==> config.mk <==
export PLATFORM = sky130hd
export DESIGN_NAME = four_level_page_table_walker
export DESIGN_NICKNAME = d
export VERILOG_FILES = /design/src/ptw_pkg.sv /design/src/ptw_queue.sv /design/src/ptw_front.sv /design/src/ptw_back.sv /design/src/four_level_page_table_walker.sv
export VERILOG_INCLUDE_DIRS = /design/src /design/src/src
export SDC_FILE = /design/constraint.sdc
export NUM_CORES = 1
export LEC_CHECK = 0
export BUFFER_PORTS_ARGS = -buffer_cell sky130_fd_sc_hd__buf_4
export CORE_ASPECT_RATIO = 0.5
export CORE_UTILIZATION = 57
export DETAILED_ROUTE_END_ITERATION = 12
export PLACE_DENSITY_LB_ADDON = 0.3
export SETUP_SLACK_MARGIN = 0.5
export SYNTH_ARGS = -nofsm -noshare
export SYNTH_HDL_FRONTEND = slang
export SYNTH_HIERARCHICAL = 1
export SYNTH_SLANG_ARGS = --single-unit
export TNS_END_PERCENT = 1
==> constraint.sdc <==
create_clock -name clock -period 7 [get_ports clock]
set_clock_uncertainty 0.15 [all_clocks]
set_input_delay 0.35 -clock clock [delete_from_list [all_inputs] [get_ports clock]]
set_output_delay 0.35 -clock clock [all_outputs]
set_load 0.02 [all_outputs]
==> src/assert_macros.svh <==
// assertion macros used by the top rtl file of the page table walker
// no dependencies; empty bodies when SYNTHESIS is defined
`ifndef ASSERT_MACROS_SVH
`define ASSERT_MACROS_SVH

`ifndef SYNTHESIS

`define ASSERT_IMPLIES(label, clk, rst, lhs, rhs) \
   label: assert property (@(posedge clk) disable iff (rst) (lhs) |-> (rhs)) \
      else $error("same-cycle assertion failed");

`define ASSERT_NEXT(label, clk, rst, lhs, rhs) \
   label: assert property (@(posedge clk) disable iff (rst) (lhs) |=> (rhs)) \
      else $error("next-cycle assertion failed");

`else

`define ASSERT_IMPLIES(label, clk, rst, lhs, rhs)

`define ASSERT_NEXT(label, clk, rst, lhs, rhs)

`endif

`endif

==> src/ptw_pkg.sv <==
// shared types, codes and constants of the four-level page table walker
// no dependencies
package ptw_pkg;

   localparam int PAGE_OFFSET_BITS = 12;
   localparam int INDEX_BITS       = 9;
   localparam int VA_W             = 48;
   localparam int PA_W             = 52;
   localparam int ENTRY_W          = 64;
   localparam int LARGE_PAGE_BIT   = 7;
   localparam int QUEUE_DEPTH_DEFAULT = 2;

   localparam int REQ_DATA_W = VA_W + ENTRY_W;                    // 112, whole bytes
   localparam int RSP_BITS   = PA_W + 2 * ENTRY_W + 1;            // 181
   localparam int RSP_DATA_W = ((RSP_BITS + 7) / 8) * 8;          // 184

   localparam logic CMD_TRANSLATE = 1'b0;
   localparam logic CMD_RESPONSE  = 1'b1;

   localparam logic KIND_READ = 1'b0;
   localparam logic KIND_DONE = 1'b1;

   typedef struct packed {
      logic                  is_translate;
      logic [VA_W-1:0]       virtual_address;
      logic [ENTRY_W-1:0]    read_data;
      logic                  table_zero;
      logic                  large_page;
   } ptw_item_type;

endpackage

==> src/ptw_queue.sv <==
// short fifo between the front and back parts of the walker
// depends on ptw_pkg
module ptw_queue #(
   parameter int QUEUE_DEPTH = 2
) (
   input  logic                  clock,
   input  logic                  reset,
   input  logic                  push,
   input  ptw_pkg::ptw_item_type push_item,
   output logic                  full,
   input  logic                  pop,
   output logic                  q_valid,
   output ptw_pkg::ptw_item_type q_item
);
   import ptw_pkg::*;

   localparam int PTR_W = (QUEUE_DEPTH > 1) ? $clog2(QUEUE_DEPTH) : 1;
   localparam int CNT_W = $clog2(QUEUE_DEPTH + 1);

   ptw_item_type     slot_ff [QUEUE_DEPTH];
   logic [PTR_W-1:0] wr_ptr_ff, wr_ptr_in;
   logic [PTR_W-1:0] rd_ptr_ff, rd_ptr_in;
   logic [CNT_W-1:0] count_ff, count_in;
   logic             do_push, do_pop;

   assign full    = (count_ff == CNT_W'(QUEUE_DEPTH));
   assign q_valid = (count_ff != '0);
   assign q_item  = slot_ff[rd_ptr_ff];
   assign do_push = push && !full;
   assign do_pop  = pop && q_valid;

   always_comb begin
      wr_ptr_in = wr_ptr_ff;
      rd_ptr_in = rd_ptr_ff;
      count_in  = count_ff;
      if (do_push) begin
         wr_ptr_in = (wr_ptr_ff == PTR_W'(QUEUE_DEPTH - 1)) ? '0 : wr_ptr_ff + 1'b1;
      end
      if (do_pop) begin
         rd_ptr_in = (rd_ptr_ff == PTR_W'(QUEUE_DEPTH - 1)) ? '0 : rd_ptr_ff + 1'b1;
      end
      if (do_push && !do_pop) begin
         count_in = count_ff + 1'b1;
      end else if (do_pop && !do_push) begin
         count_in = count_ff - 1'b1;
      end
   end

   always_ff @(posedge clock) begin
      if (reset) begin
         wr_ptr_ff <= '0;
         rd_ptr_ff <= '0;
         count_ff  <= '0;
      end else begin
         wr_ptr_ff <= wr_ptr_in;
         rd_ptr_ff <= rd_ptr_in;
         count_ff  <= count_in;
      end
   end

   always_ff @(posedge clock) begin
      if (do_push) begin
         slot_ff[wr_ptr_ff] <= push_item;
      end
   end

endmodule

==> src/ptw_front.sv <==
// front part: accepts input transactions and classifies them for the queue
// depends on ptw_pkg
module ptw_front (
   input  logic                           req_tvalid,
   output logic                           req_tready,
   input  logic [ptw_pkg::REQ_DATA_W-1:0] req_tdata,
   input  logic                           req_tuser,
   input  logic                           queue_full,
   output logic                           push,
   output ptw_pkg::ptw_item_type          push_item
);
   import ptw_pkg::*;

   logic [ENTRY_W-1:0] entry;

   assign entry      = req_tdata[VA_W +: ENTRY_W];
   assign req_tready = !queue_full;
   assign push       = req_tvalid && !queue_full;

   always_comb begin
      push_item.is_translate    = (req_tuser == CMD_TRANSLATE);
      push_item.virtual_address = req_tdata[VA_W-1:0];
      push_item.read_data       = entry;
      // table address is the entry without its page offset bits
      push_item.table_zero      = (entry[ENTRY_W-1:PAGE_OFFSET_BITS] == '0);
      push_item.large_page      = entry[LARGE_PAGE_BIT];
   end

endmodule

==> src/ptw_back.sv <==
// back part: walk state machine, root base register and output register
// depends on ptw_pkg
module ptw_back (
   input  logic                           clock,
   input  logic                           reset,
   input  logic                           csr_wen,
   input  logic [ptw_pkg::PA_W-1:0]       csr_wdata,
   input  logic                           q_valid,
   input  ptw_pkg::ptw_item_type          q_item,
   output logic                           pop,
   output logic                           walk_busy,
   output logic                           rsp_tvalid,
   input  logic                           rsp_tready,
   output logic [ptw_pkg::RSP_DATA_W-1:0] rsp_tdata,
   output logic                           rsp_tuser
);
   import ptw_pkg::*;

   typedef enum logic [4:0] {
      ST_IDLE = 5'b00001,
      ST_L0   = 5'b00010,
      ST_L1   = 5'b00100,
      ST_L2   = 5'b01000,
      ST_L3   = 5'b10000
   } ptw_state_type;

   localparam int SH_L0 = PAGE_OFFSET_BITS + 3 * INDEX_BITS;
   localparam int SH_L1 = PAGE_OFFSET_BITS + 2 * INDEX_BITS;
   localparam int SH_L2 = PAGE_OFFSET_BITS + INDEX_BITS;
   localparam int SH_L3 = PAGE_OFFSET_BITS;
   localparam int PAD_W = RSP_DATA_W - RSP_BITS;

   ptw_state_type       state_ff, state_in;
   logic [VA_W-1:0]     held_ff, held_in;
   logic [PA_W-1:0]     root_ff;
   logic                valid_ff, valid_in;
   logic                kind_ff, kind_in;
   logic [PA_W-1:0]     addr_ff, addr_in;
   logic [ENTRY_W-1:0]  page_ff, page_in;
   logic [ENTRY_W-1:0]  phys_ff, phys_in;
   logic                mapped_ff, mapped_in;

   logic                emit;
   logic [ENTRY_W-1:0]  masked;
   logic [PA_W-1:0]     base;
   logic [INDEX_BITS-1:0] idx;

   assign pop       = q_valid && (!valid_ff || rsp_tready);
   assign masked    = {q_item.read_data[ENTRY_W-1:PAGE_OFFSET_BITS], PAGE_OFFSET_BITS'(0)};
   assign walk_busy = (state_ff != ST_IDLE);

   always_comb begin
      state_in  = state_ff;
      held_in   = held_ff;
      emit      = 1'b0;
      kind_in   = KIND_READ;
      base      = masked[PA_W-1:0];
      idx       = '0;
      page_in   = '0;
      phys_in   = '0;
      mapped_in = 1'b0;
      if (pop) begin
         if (q_item.is_translate) begin
            if (state_ff == ST_IDLE) begin
               held_in  = q_item.virtual_address;
               state_in = ST_L0;
               emit     = 1'b1;
               base     = root_ff;
               idx      = q_item.virtual_address[SH_L0 +: INDEX_BITS];
            end
         end else begin
            unique case (state_ff) inside
               ST_IDLE: begin
                  // stray response, dropped
               end
               ST_L0, ST_L1: begin
                  emit = 1'b1;
                  if (q_item.table_zero) begin
                     kind_in  = KIND_DONE;
                     state_in = ST_IDLE;
                  end else begin
                     state_in = (state_ff == ST_L0) ? ST_L1 : ST_L2;
                     idx      = (state_ff == ST_L0) ? held_ff[SH_L1 +: INDEX_BITS]
                                                    : held_ff[SH_L2 +: INDEX_BITS];
                  end
               end
               ST_L2: begin
                  emit = 1'b1;
                  if (q_item.table_zero) begin
                     kind_in  = KIND_DONE;
                     state_in = ST_IDLE;
                  end else if (q_item.large_page) begin
                     kind_in   = KIND_DONE;
                     state_in  = ST_IDLE;
                     page_in   = masked;
                     phys_in   = masked;
                     mapped_in = 1'b1;
                  end else begin
                     state_in = ST_L3;
                     idx      = held_ff[SH_L3 +: INDEX_BITS];
                  end
               end
               ST_L3: begin
                  emit      = 1'b1;
                  kind_in   = KIND_DONE;
                  state_in  = ST_IDLE;
                  page_in   = q_item.read_data;
                  phys_in   = masked;
                  mapped_in = 1'b1;
               end
               default: begin
                  state_in = ST_IDLE;
               end
            endcase
         end
      end
      addr_in  = (kind_in == KIND_READ)
               ? base + PA_W'({idx, 3'b000})
               : '0;
      valid_in = emit || (valid_ff && !rsp_tready);
   end

   always_ff @(posedge clock) begin
      if (reset) begin
         state_ff <= ST_IDLE;
         root_ff  <= '0;
         valid_ff <= 1'b0;
      end else begin
         state_ff <= state_in;
         valid_ff <= valid_in;
         if (csr_wen) begin
            root_ff <= csr_wdata;
         end
      end
   end

   always_ff @(posedge clock) begin
      held_ff <= held_in;
      if (emit) begin
         kind_ff   <= kind_in;
         addr_ff   <= addr_in;
         page_ff   <= page_in;
         phys_ff   <= phys_in;
         mapped_ff <= mapped_in;
      end
   end

   assign rsp_tvalid = valid_ff;
   assign rsp_tuser  = kind_ff;
   assign rsp_tdata  = {PAD_W'(0), mapped_ff, phys_ff, page_ff, addr_ff};

endmodule

==> src/four_level_page_table_walker.sv <==
// four-level page table walker: front classifier, queue, back walk engine
// an accepted transaction is registered in the queue, and its result in the output register behind rsp_tvalid
// throughput: one transaction per cycle from the queue while the output register is empty or rsp_tready is high
// a stalled result holds in the output register while the queue keeps filling
// reset is synchronous, active high: clears queue, walk state, output valid and
// root_table_base
`include "assert_macros.svh"

module four_level_page_table_walker #(
   parameter int QUEUE_DEPTH = ptw_pkg::QUEUE_DEPTH_DEFAULT
) (
   input  logic                           clock,
   input  logic                           reset,
   input  logic                           csr_wen,
   input  logic [ptw_pkg::PA_W-1:0]       csr_wdata,    // root_table_base
   input  logic                           req_tvalid,
   output logic                           req_tready,
   // [47:0] virtual_address, [111:48] read_data
   input  logic [ptw_pkg::REQ_DATA_W-1:0] req_tdata,
   input  logic                           req_tuser,    // [0] command
   output logic                           rsp_tvalid,
   input  logic                           rsp_tready,
   // [51:0] read_address, [115:52] page_entry, [179:116] physical_address,
   // [180] mapped, [183:181] zero
   output logic [ptw_pkg::RSP_DATA_W-1:0] rsp_tdata,
   output logic                           rsp_tuser     // [0] result_kind
);
   import ptw_pkg::*;

   logic         queue_full;
   logic         push;
   ptw_item_type push_item;
   logic         q_valid;
   ptw_item_type q_item;
   logic         pop;
   logic         walk_busy;

   ptw_front u_front (
      .req_tvalid (req_tvalid),
      .req_tready (req_tready),
      .req_tdata  (req_tdata),
      .req_tuser  (req_tuser),
      .queue_full (queue_full),
      .push       (push),
      .push_item  (push_item)
   );

   ptw_queue #(
      .QUEUE_DEPTH (QUEUE_DEPTH)
   ) u_queue (
      .clock     (clock),
      .reset     (reset),
      .push      (push),
      .push_item (push_item),
      .full      (queue_full),
      .pop       (pop),
      .q_valid   (q_valid),
      .q_item    (q_item)
   );

   ptw_back u_back (
      .clock      (clock),
      .reset      (reset),
      .csr_wen    (csr_wen),
      .csr_wdata  (csr_wdata),
      .q_valid    (q_valid),
      .q_item     (q_item),
      .pop        (pop),
      .walk_busy  (walk_busy),
      .rsp_tvalid (rsp_tvalid),
      .rsp_tready (rsp_tready),
      .rsp_tdata  (rsp_tdata),
      .rsp_tuser  (rsp_tuser)
   );

   // an accepted transaction is queued for the back engine
   `ASSERT_NEXT(a_accept_queued, clock, reset, req_tvalid && req_tready, q_valid)
   // the back engine does not drain the queue while its result is stalled
   `ASSERT_NEXT(a_hold_on_stall, clock, reset,
      q_valid && rsp_tvalid && !rsp_tready, q_valid)
   // a pending read request always belongs to a walk in progress
   `ASSERT_IMPLIES(a_read_while_busy, clock, reset,
      rsp_tvalid && (rsp_tuser == KIND_READ), walk_busy)

endmodule

# Yosys cells after proc, flatten, opt, wreduce, memory -nomap -nowiden
# Memory sizes are Yosys's and may differ from the RTL's. A register that Yosys moved wholly into a read port is not among the register bits.
# Cells that the tools add are included.
# W data, S select, Z words.
totals:
  output_inout_bits: 187
  word_cells: 92
  in_bits: 170
  ram_bits: 230
  regBits: 283
  memories: 1
op_classes:
  n_addsub: 5
  bitwise: 2
  n_eq_ne: 8
  reduce_logical: 22
  mux: 42
mem_list:
  columns: ["name", "depth", "word_bits", "rd", "rd_ports_with_merged_regs", "wr", "line", "rtl"]
  rows:
  - ["u_queue.slot_ff", 2, 115, 1, 1, 1, "ptw_queue.sv:20", "ptw_item_type slot_ff [QUEUE_DEPTH];"]
op_table:
  columns: ["cell", "n"]
  rows:
  - ["$pmux W64 S2", 2]
  - ["$mux W52", 3]
  - ["$mux W64", 2]
  - ["$mux W9", 7]
  - ["$add A52 B12 Y52", 1]
  - ["$logic_not A52 Y1", 1]
  - ["$mux W5", 5]
  - ["$pmux W9 S2", 1]
  - ["$mux W1", 16]
  - ["$pmux W5 S3", 1]
  - ["$logic_and A1 B1 Y1", 7]
  - ["$reduce_and A3 Y1", 2]
  - ["$eq A5 B1 Y1 const B", 1]
  - ["$eq A5 B2 Y1 const B", 1]
  - ["$eq A5 B3 Y1 const B", 1]
  - ["$eq A5 B4 Y1 const B", 1]
  - ["$eq A5 B5 Y1 const B", 1]
  - ["$logic_not A1 Y1", 5]
  - ["$mux W2", 2]
  - ["$mux W4", 1]
  - ["$reduce_bool A2 Y1", 2]
  - ["$reduce_or A2 Y1", 2]
  - ["$reduce_or A4 Y1", 1]
  - ["$pmux W1 S3", 1]
  - ["other kinds (9)", 12]

# Logic depth before layout (Yosys ltp)
# Gate-level depths: netlist of the first run.
depth:
  ltp_word: 8
  mapped_depth: 21
  depth_no_buf: 15

# Hierarchy
# Netlist of the first run, hierarchy kept.
by_module_without_submodules:
  columns: ["module", "area_each_um2", "seq_area_each_um2", "cells_each", "n_inst"]
  rows:
  - ["ptw_back", 10689.0, 5515.3, 1012, 1]
  - ["ptw_queue", 8718.4, 7006.7, 383, 1]
  - ["ptw_front", 983.4, 0.0, 134, 1]

# Worst setup path before layout of the first run
# No wires, ideal clock.
synth_path:
  path_type: "reg-to-reg"
  start: "register (tool-made name)"
  end: "register u_back.addr_ff[49] (data pin)"
  stages_incl_launch_ff: 22
  arrival_ps: 4952
  period_less_slack_ps: 5361
  setup_slack_ps: 1639
  n_path_buf: 6
  t_required_ps: 6592
  path_cell_list: "dfxtp_1 buf_6 buf_2 mux2_2 clkbuf_1 inv_1 nor3_1 nand2_1 inv_2 clkbuf_1 clkbuf_1 nand2_1 o21ai_0 ha_1 fa_1 a211oi_1 o211ai_1 a31oi_1 a21oi_1 clkbuf_1 nand4_1 mux2i_1"
synth_rtl:
  columns: ["element", "line", "rtl"]
  rows:
  - ["end signal: assignment", "ptw_back.sv:141", "addr_ff <= addr_in;"]
  - ["end: declaration", "ptw_back.sv:38", "logic [PA_W-1:0] addr_ff, addr_in;"]

==> summary.txt, run 1 <==
Finish-stage setup viols -> 0
Crit path kind -> reg2reg
Outcome -> finished clean
GR Util All Layers -> 27.2%
Period utilisation layout -> 76.5%
Area of the core -> 33300 um2
DRT iter0 DRCs -> 1174
Num CTS Buffers -> 37
Post-CTS setup buffer count -> 0
Hold Startpoint -> reset
CTS sink cnt -> 414
Vias per cell -> 5.78
R2r endpoint -> u_back/addr_ff[42]
Initial Util -> 58.3%
Most used cell, CP -> a21oi_1
Area grow syn2layout -> 22.9%
Unrepaired setup endpoints after global routing -> false
CTS tree -> done
Hold/Removal Path Class -> in2reg
Max Cap Violations -> 0
Vias post-DR -> 13107
Leakage -> 9.30 nW
CP Max Fanout -> 9
Synthesized area -> 19400 um2
Site Rows -> 47
Min cycle time layout -> 5.36 ns
Post-Place Worst Slack -> 1.77 ns
Endpoint, Worst Hold -> u_queue/rd_ptr_ff
CP Capture Type -> register
IO Count -> 357
Die Wd -> 263 um
DR WL/cell -> 21.4 um
Crit-path slowest cell -> a222oi_1
Critical-path cell list -> mux2_2 -> nor2_1 -> nand2_1 -> nor3b_1 -> a22o_1 -> a21oi_1 -> o21ai_0 -> ha_1 -> a21oi_1 -> nand4b_1 -> a21o_1 -> a222oi_1 -> and4_1 -> nor3_1
Commonest cells after routing, fill and taps aside -> edfxtp_1, buf_4, dlygate4sd3_1
Gpl congestion -> 0.931
Vias in the first global route -> 13257
Slew headroom -> 14.6%
R2r setup slk -> 1.64 ns
Reg2Reg Depth -> 14
Total Neg Setup Slack -> 0 ns
Worst path arrival time -> 5.49 ns
# H-tree levels -> 2
Initial DRT Pass Iterations -> 8
Worst EP required -> 7.13 ns
# fillers -> 2178
Slew Limit Fails -> 0
Pin count of the biggest net entering global routing -> 67
Finished Cell Area -> 23800 um2
First-pass GRT wire length -> 73.7 mm
Clock slew at reported path FFs -> 0.06 ns
Maximum VDD drop -> 0.265 mV
Worst path top cell family by delay -> compound AO/OA/AOI/OAI gates
HPWL Detailed -> 31.0 mm
Worst slew pin tran -> 1.28 ns
Chip Height -> 132 um
Ys Warns -> 6
Clk Latency, worst-skew pair -> 0.54 ns
Fmax -> 187 MHz
Post-cts sizing count -> 0
Root Driver -> clkbuf_16
Total Wirelength -> 48.5 mm
Total congestion overflow -> 0
IO buf count -> 329
PD cells -> 370 nW/um2
Worst setup margin -> 1.64 ns
Hold path cells -> 2
Mapped Avg Cell Area -> 13.1 um2
Initial antenna violation count -> 1
CP bufs+invs -> 0
Die Area -> 34800 um2
Max Buffers Root-to-Sink -> 3
Tot Pwr -> 8.82 mW
Final ANT Viol Nets -> 0
DRC viols -> 0
Final hold viol count -> 0
Worst Setup Start Kind -> register
Placed Area -> 21100 um2
Final nets -> 1979
Share of layout cells above drive strength 1 -> 29.7%
Commonest non-fill, non-tap cell in the layout -> edfxtp_1
Syn Inst Count -> 1481
Crit-path max cell delay -> 1.04 ns
==> power breakdown <==
| part | switching, mW | internal [mW] | total, mW |
|---|---|---|---|
| sequential | 0.232 | 3.42 | 3.65 |
| combinational | 1.83 | 1.24 | 3.08 |
| clock | 0.909 | 1.18 | 2.09 |
| total | 2.97 | 5.85 | 8.82 |
==> worst max path at each step <==
stage          startpoint                 end  cells past startpoint
6_report         register  u_back/addr_ff[42]                     14
3_5_place_dp     register  u_back/addr_ff[21]                     16
3_3_place_gp     register  u_back/addr_ff[21]                     16
4_1_cts          register  u_back/addr_ff[21]                     16
2_1_floorplan    register  u_back/addr_ff[49]                     21
5_1_grt          register  u_back/addr_ff[42]                     14
==> per-layer routing <==
| metal | routed length (um) | GRT usage [%] | share of wire, % | vias to the layer above |
|---|---|---|---|---|
| met3 | 2970 | 4.49 | 6.1 | 104 |
| li1 | - | - | - | 5989 |
| met1 | 19100 | 34.0 | 39 | 6469 |
| met4 | 1530 | 10.0 | 3.2 | 0 |
| met2 | 24900 | 48.2 | 51 | 545 |
| met5 | 0 | 0 | 0 | - |
==> worst register-to-register path, cell delays in order, from the launching register on <==
cell and delay, ns:
dfxtp_4 0.36, mux2_2 0.37, nor2_1 0.11, nand2_1 0.10, nor3b_1 1.02, a22o_1 0.31, a21oi_1 0.05, o21ai_0 0.25
ha_1 0.26, a21oi_1 0.11, nand4b_1 0.23, a21o_1 0.37, a222oi_1 1.04, and4_1 0.33, nor3_1 0.05
==> cell type report <==
| type | instances | area, um2 | share of cell area (%) |
|---|---|---|---|
| clock buffers | 47 | 1010 | 4.26 |
| multi-input cells | 831 | 6040 | 25.3 |
| clock inverters | 20 | 220 | 0.924 |
| flip-flops and latches | 414 | 11800 | 49.5 |
| inverters | 13 | 51.3 | 0.215 |
| repair buffers | 500 | 4150 | 17.4 |
| well taps | 441 | 552 | 2.31 |
| diodes | 1 | 2.50 | 0.0105 |
==> state kept, by name, indices dropped and copies added (netlist names), named ones only <==
register	cells
u_queue/slot_ff	206
u_back/page_ff	63
u_back/addr_ff	52
u_back/root_ff	52
u_back/held_ff	27
u_back/state_ff	5
u_queue/count_ff	2
u_back/mapped_ff	1
u_back/phys_ff	1
u_back/rsp_tuser	1
u_back/rsp_tvalid	1
u_queue/rd_ptr_ff	1
u_queue/wr_ptr_ff	1
==> through the flow <==
step	std cells	utilization (%)	hold WS [ns]
after floorplan	1495	-	0.269
after global placement	2045	63.3	0.316
after detailed placement	2045	63.3	0.336
after CTS	2266	71.6	0.186
after global routing	2267	71.6	0.215
final	2267	71.6	0.205
==> what timing repair did <==
item,4_1_cts,5_1_grt
endpoints found under the setup margin,0,0
endpoints found under the hold margin,257,0
hold buffers,154,0
Note: power is estimated with default switching activity, not from simulation.
==> inputs of run 2 (changes only) <==
Clock period 7 ns to 5.3 ns, I/O delays scaled along.
==> summary.txt, run 2 (synthesis results as in run 1) <==
Outcome -> finished clean
Area of the core -> 33300 um2 (unchanged)
Hold/Removal Path Class -> in2reg
Vias per cell -> 5.85 (+1.2%)
DR WL/cell -> 21.7 um (+1.4%)
Unrepaired setup endpoints after global routing -> true
Initial Util -> 58.3% (unchanged)
Clock power frac -> 22.7% (-1.0 points)
Total congestion overflow -> 0 (unchanged)
IO buf count -> 329 (unchanged)
Fmax -> 216 MHz (+16%)
Total Neg Setup Slack -> 0 ns (unchanged)
Worst EP required -> 5.44 ns (-1.69 ns)
Total Wirelength -> 49.2 mm (+1.4%)
CTS sink cnt -> 414 (unchanged)
Commonest non-fill, non-tap cell in the layout -> edfxtp_1
Gpl congestion -> 0.956 (+2.7%)
HPWL Detailed -> 31.2 mm (+0.69%)
GR Util All Layers -> 27.8% (+0.55 points)
Post-CTS setup buffer count -> 0 (unchanged)
Slew headroom -> 10.4% (-4.2 points)
Area grow syn2layout -> 22.6%
Multi-input gate area -> 6060 um2 (+0.25%)
Worst Setup Start Kind -> register
First-pass GRT wire length -> 74.8 mm (+1.5%)
Sw Ratio -> 34.2% (+0.48 points)
Biggest regs -> u_queue/slot_ff: 206 flops, u_back/page_ff: 63 flops
Hold_ws -> 0.128 ns (-0.0765 ns)
Site Rows -> 47 (unchanged)
Final ANT Viol Nets -> 0 (unchanged)
Placed Area -> 21100 um2 (about the same)
DRC viols -> 0 (unchanged)
Most flop-heavy register -> u_queue/slot_ff
Combinational cell fraction of total power -> 35.1% (+0.2 points)
Final nets -> 1980 (+0.051%)
# fillers -> 2181 (+0.14%)
Min cycle time layout -> 4.63 ns (-0.725 ns)
Internal power -> 7.59 mW (+30%)
Clk Latency, worst-skew pair -> 0.55 ns (about the same)
Slew Limit Fails -> 0 (unchanged)
Finish-stage setup viols -> 0 (unchanged)
Chip Height -> 132 um (unchanged)
Root Driver -> clkbuf_16
Die Wd -> 263 um (unchanged)
PD cells -> 485 nW/um2 (+31%)
Leakage -> 9.26 nW (-0.38%)
Commonest cells after routing, fill and taps aside -> edfxtp_1, buf_4, dlygate4sd3_1
Vias in the first global route -> 13310 (+0.40%)
Worst slew pin tran -> 1.34 ns (+0.0624 ns)
Worst path arrival time -> 4.78 ns (-0.71 ns)
Crit path kind -> reg2reg
Vias post-DR -> 13264 (+1.2%)
Fin util -> 71.4% (-0.18 points)
Sw power -> 3.94 mW (+33%)
Storage element area -> 11800 um2 (unchanged)
Maximum VDD drop -> 0.353 mV (+33%)
Die Area -> 34800 um2 (unchanged)
Clock slew at reported path FFs -> 0.07 ns (about the same)
IO Count -> 357 (unchanged)
CP Max Fanout -> 47 (+38)
Initial antenna violation count -> 0 (-1)
Share of layout cells above drive strength 1 -> 29.7% (unchanged)
Max Cap Violations -> 0 (unchanged)
Tot Pwr -> 11.5 mW (+31%)
Most used cell, CP -> buf_4
Max Buffers Root-to-Sink -> 3 (unchanged)
Crit-path max cell delay -> 0.93 ns (-0.11 ns)
Initial DRT Pass Iterations -> 5 (-3)
Num CTS Buffers -> 36 (-2.7%)
Sequential share of power -> 42.2% (+0.8 points)
CP Capture Type -> register
Final hold viol count -> 0 (unchanged)
DRT iter0 DRCs -> 1339 (+14%)
Period utilisation layout -> 87.4% (+11 points)
Critical-path cell list -> buf_4 -> buf_4 -> mux2_2 -> nand3_1 -> nor3_1 -> o21ai_0 -> a22oi_1 -> nand4_1 -> mux2i_1
Finished Cell Area -> 23800 um2 (-0.26%)
Pin count of the biggest net entering global routing -> 85 (+27%)
Max reg flops -> 206 (unchanged)
# H-tree levels -> 2 (unchanged)
Crit-path slowest cell -> a22oi_1
CTS tree -> done
==> run 2: power by group through the flow <==
stage,Combinational [mW],Clock (mW),Sequential [mW]
3_3_place_gp,3.79,0,4.89
2_1_floorplan,2.41,0,5.21
5_1_grt,4.26,2.78,4.93
3_5_place_dp,3.88,0,4.93
6_report,4.04,2.61,4.87
4_1_cts,4.00,2.63,4.86
==> run 2: timing repair <==
item / CTS / global route
setup endpoints to repair: 0 / 28
hold buffers: 154 / 0
resized for setup: 0 / 4
endpoints found under the hold margin: 258 / 0
==> run 2: path summary, 6_finish.rpt <==
| path | end | cells after the start | slack, ns | start |
|---|---|---|---|---|
| worst max-delay path | u_back/addr_ff[49] | 9 | 0.67 | register |
| worst min-delay path | u_back/root_ff[51] | 2 | 0.13 | reset |
| worst max register to register | u_back/addr_ff[49] | 9 | 0.67 | register |
| worst min register to register | u_back/root_ff[6] | 2 | 0.35 | u_back/root_ff[6] |
==> run 2: final cells by class <==
type	count	share of cell area, %
Tap cell	441	2.32
Sequential cell	414	49.6
Clock buffer	53	4.40
Inverter	13	0.216
Timing Repair Buffer	502	17.5
Multi-Input combinational cell	831	25.5
Clock inverter	12	0.405
Antenna cell	1	0.0105
==> run 2: layer usage <==
metal	GRT usage (%)	part of all wire [%]	vias to the layer above
li1	-	-	5988
met1	33.8	39	6560
met2	49.0	52	588
met3	5.27	6.4	128
met4	11.6	3.5	0
met5	0	0	-
==> run 2: critical path, delay by kind of cell, from the launching register on <==
family | cells | cell delay [ns]
flip-flops | 1 | 0.56
buffers and inverters | 2 | 1.24
AND/OR/NAND/NOR | 3 | 0.75
AO/OA/AOI/OAI | 2 | 1.06
multiplexers | 2 | 0.56
==> run 2: metrics by stage <==
stage,instances,setup slack (ns)
2_1_floorplan,1495,0.400
3_3_place_gp,2047,0.791
3_5_place_dp,2047,0.744
4_1_cts,2266,0.637
5_1_grt,2266,0.491
6_report,2267,0.667
==> inputs of run 3 (changes only) <==
Settings changed: ABC_AREA set to 1.
==> summary.txt, run 3 <==
Outcome -> finished clean
Final hold viol count -> 0 (unchanged)
Most used cell, CP -> nand2_1
Min cycle time layout -> 4.43 ns (-0.200 ns)
Post-CTS setup buffer count -> 0 (unchanged)
Fmax -> 226 MHz (+4.5%)
Crit path kind -> reg2reg
Worst EP required -> 5.52 ns (+0.08 ns)
DRC viols -> 0 (unchanged)
First-pass GRT wire length -> 72.7 mm (-2.9%)
Area grow syn2layout -> 22.8%
Max reg flops -> 206 (unchanged)
Unrepaired setup endpoints after global routing -> false
Crit-path max cell delay -> 0.57 ns (-0.36 ns)
GR Util All Layers -> 27.0% (-0.78 points)
Syn Inst Count -> 1770 (+20%)
Final ANT Viol Nets -> 0 (unchanged)
Vias in the first global route -> 13600 (+2.2%)
Finish-stage setup viols -> 0 (unchanged)
Vias per cell -> 5.22 (-11%)
Critical-path cell list -> buf_4 -> buf_4 -> mux2_2 -> nand2_1 -> o21ai_0 -> ha_1 -> nand2_1 -> nor2_1 -> nand2_1 -> nor2_1 -> nand3b_1 -> inv_1 -> nor2_2 -> nand2_1 -> nor2_4 -> nand3_1 -> nand2_1 -> nand2_1 -> nor2_1
Worst setup path endpoint -> u_back/addr_ff[48]
Initial DRT Pass Iterations -> 7 (+2)
Mapped Avg Cell Area -> 10.9 um2 (-17%)
HPWL Detailed -> 30.1 mm (-3.5%)
Vias post-DR -> 13454 (+1.4%)
Initial Util -> 58.2% (about the same)
Pin count of the biggest net entering global routing -> 70 (-18%)
IO buf count -> 329 (unchanged)
Sequential share of power -> 40.7% (-1.5 points)
CTS tree -> done
PD cells -> 490 nW/um2 (+1.1%)
Max Buffers Root-to-Sink -> 3 (unchanged)
Finished Cell Area -> 23800 um2 (about the same)
Max Cap Violations -> 0 (unchanged)
CP Capture Type -> register
Hold_buf cts -> 155 (+0.65%)
Post-cts sizing count -> 0 (unchanged)
Commonest cells after routing, fill and taps aside -> edfxtp_1, buf_4, nor2_1
Site Rows -> 47 (unchanged)
Area of the core -> 33200 um2 (-0.18%)
Biggest regs -> u_queue/slot_ff: 206 flops, u_back/page_ff: 63 flops
Chip Height -> 132 um (-0.12%)
Fin util -> 71.5% (+0.074 points)
Clk Latency, worst-skew pair -> 0.54 ns (about the same)
Leakage -> 9.89 nW (+6.8%)
R2r setup slk -> 0.87 ns (+0.20 ns)
Most flop-heavy register -> u_queue/slot_ff
Share of layout cells above drive strength 1 -> 26.5% (-3.2 points)
Internal power -> 7.48 mW (-1.5%)
Period utilisation layout -> 83.6% (-3.8 points)
Hold_ws -> 0.0613 ns (-0.0668 ns)
Combinational cell fraction of total power -> 36.8% (+1.7 points)
Initial antenna violation count -> 5 (+5)
Hold/Removal Path Class -> in2reg
Total Wirelength -> 47.1 mm (-4.2%)
CTS sink cnt -> 414 (unchanged)
Slew Limit Fails -> 0 (unchanged)
Crit-path slowest cell -> buf_4
Ys Warns -> 6 (unchanged)
Sw power -> 4.17 mW (+5.9%)
Placed Area -> 21000 um2 (-0.15%)
Total Neg Setup Slack -> 0 ns (unchanged)
Clock power frac -> 22.5% (-0.2 points)
IO Count -> 357 (unchanged)
Worst path arrival time -> 4.65 ns (-0.13 ns)
Slew headroom -> 29.8% (+19 points)
Worst slew pin tran -> 1.05 ns (-0.289 ns)
Num CTS Buffers -> 37 (+2.8%)
Reg2Reg Depth -> 19 (+10)
Final nets -> 2286 (+15%)
Die Area -> 34700 um2 (-0.25%)
CP Max Fanout -> 38 (-19%)
Gpl congestion -> 0.911 (-4.7%)
Die Wd -> 263 um (-0.12%)
DRT iter0 DRCs -> 1200 (-10%)
Clock slew at reported path FFs -> 0.07 ns (about the same)
Synthesized area -> 19400 um2 (-0.25%)
Sw Ratio -> 35.8% (+1.6 points)
DR WL/cell -> 18.3 um (-16%)
# H-tree levels -> 2 (unchanged)
Total congestion overflow -> 0 (unchanged)
Worst Setup Start Kind -> register
Commonest non-fill, non-tap cell in the layout -> edfxtp_1
Root Driver -> clkbuf_16
R2r endpoint -> u_back/addr_ff[48]
Maximum VDD drop -> 0.312 mV (-12%)
-- run 3: changes by cell type in the layout (fill, tap and decap cells not counted), sizes merged, moves of 17 or more --
cell and delta:
inv +174, nor2 +189, and2 -69, mux2i -81
a21oi +23, nand4 -42, nor4 -19, nand2 +204
mux2 -17, o21ai +54, nand3 +21
-- run 3: metal layers --
layer  GRT usage (%)  part of all wire [%]
met3            4.59                   6.2
met1            34.7                    41
met2            46.2                    50
met5           0.405                     0
met4            10.2                   3.0
-- run 3: metrics by stage --
stage,std cells,power (mW),setup WS [ns]
4_1_cts,2573,11.7,0.928
2_1_floorplan,1784,7.80,-0.374
6_report,2578,11.6,0.868
5_1_grt,2578,12.2,0.533
3_3_place_gp,2351,8.86,0.971
3_5_place_dp,2351,8.96,0.957
-- run 3: final cells by class --
class | instances | area (um2)
clock inverter | 15 | 108
tap | 441 | 552
fill | 2289 | 9460
multi-input combinational | 959 | 5350
clock buffer | 52 | 1040
sequential | 414 | 11800
timing repair buffer | 503 | 4180
antenna | 5 | 12.5
inverter | 189 | 709
-- run 3: worst min-delay path by stage --
stage	startpoint	endpoint	depth (start not counted)
2_1_floorplan	reset	u_back/state_ff[3]	1
3_3_place_gp	u_back/root_ff[14]	u_back/root_ff[14]	2
3_5_place_dp	u_back/root_ff[19]	u_back/root_ff[19]	2
4_1_cts	csr_wen	u_back/root_ff[42]	3
5_1_grt	csr_wen	u_back/root_ff[42]	3
6_report	csr_wen	u_back/root_ff[42]	3
-- run 3: worst max-delay path: cells and delay by family, from the launching register on --
family / cells / cell delay [ns]
mux: 1 / 0.40
buf+inv: 3 / 1.16
fa+ha+maj: 1 / 0.41
compound gates: 1 / 0.11
simple gates: 13 / 1.59
flops: 1 / 0.38
-- run 3: power groups by stage --
stage,Sequential (mW),Clock (mW),Combinational (mW)
final,4.74,2.62,4.29
after global routing,4.80,2.78,4.64
after CTS,4.74,2.66,4.27
after detailed placement,4.80,0,4.16
after global placement,4.77,0,4.09
after floorplan,5.20,0,2.60
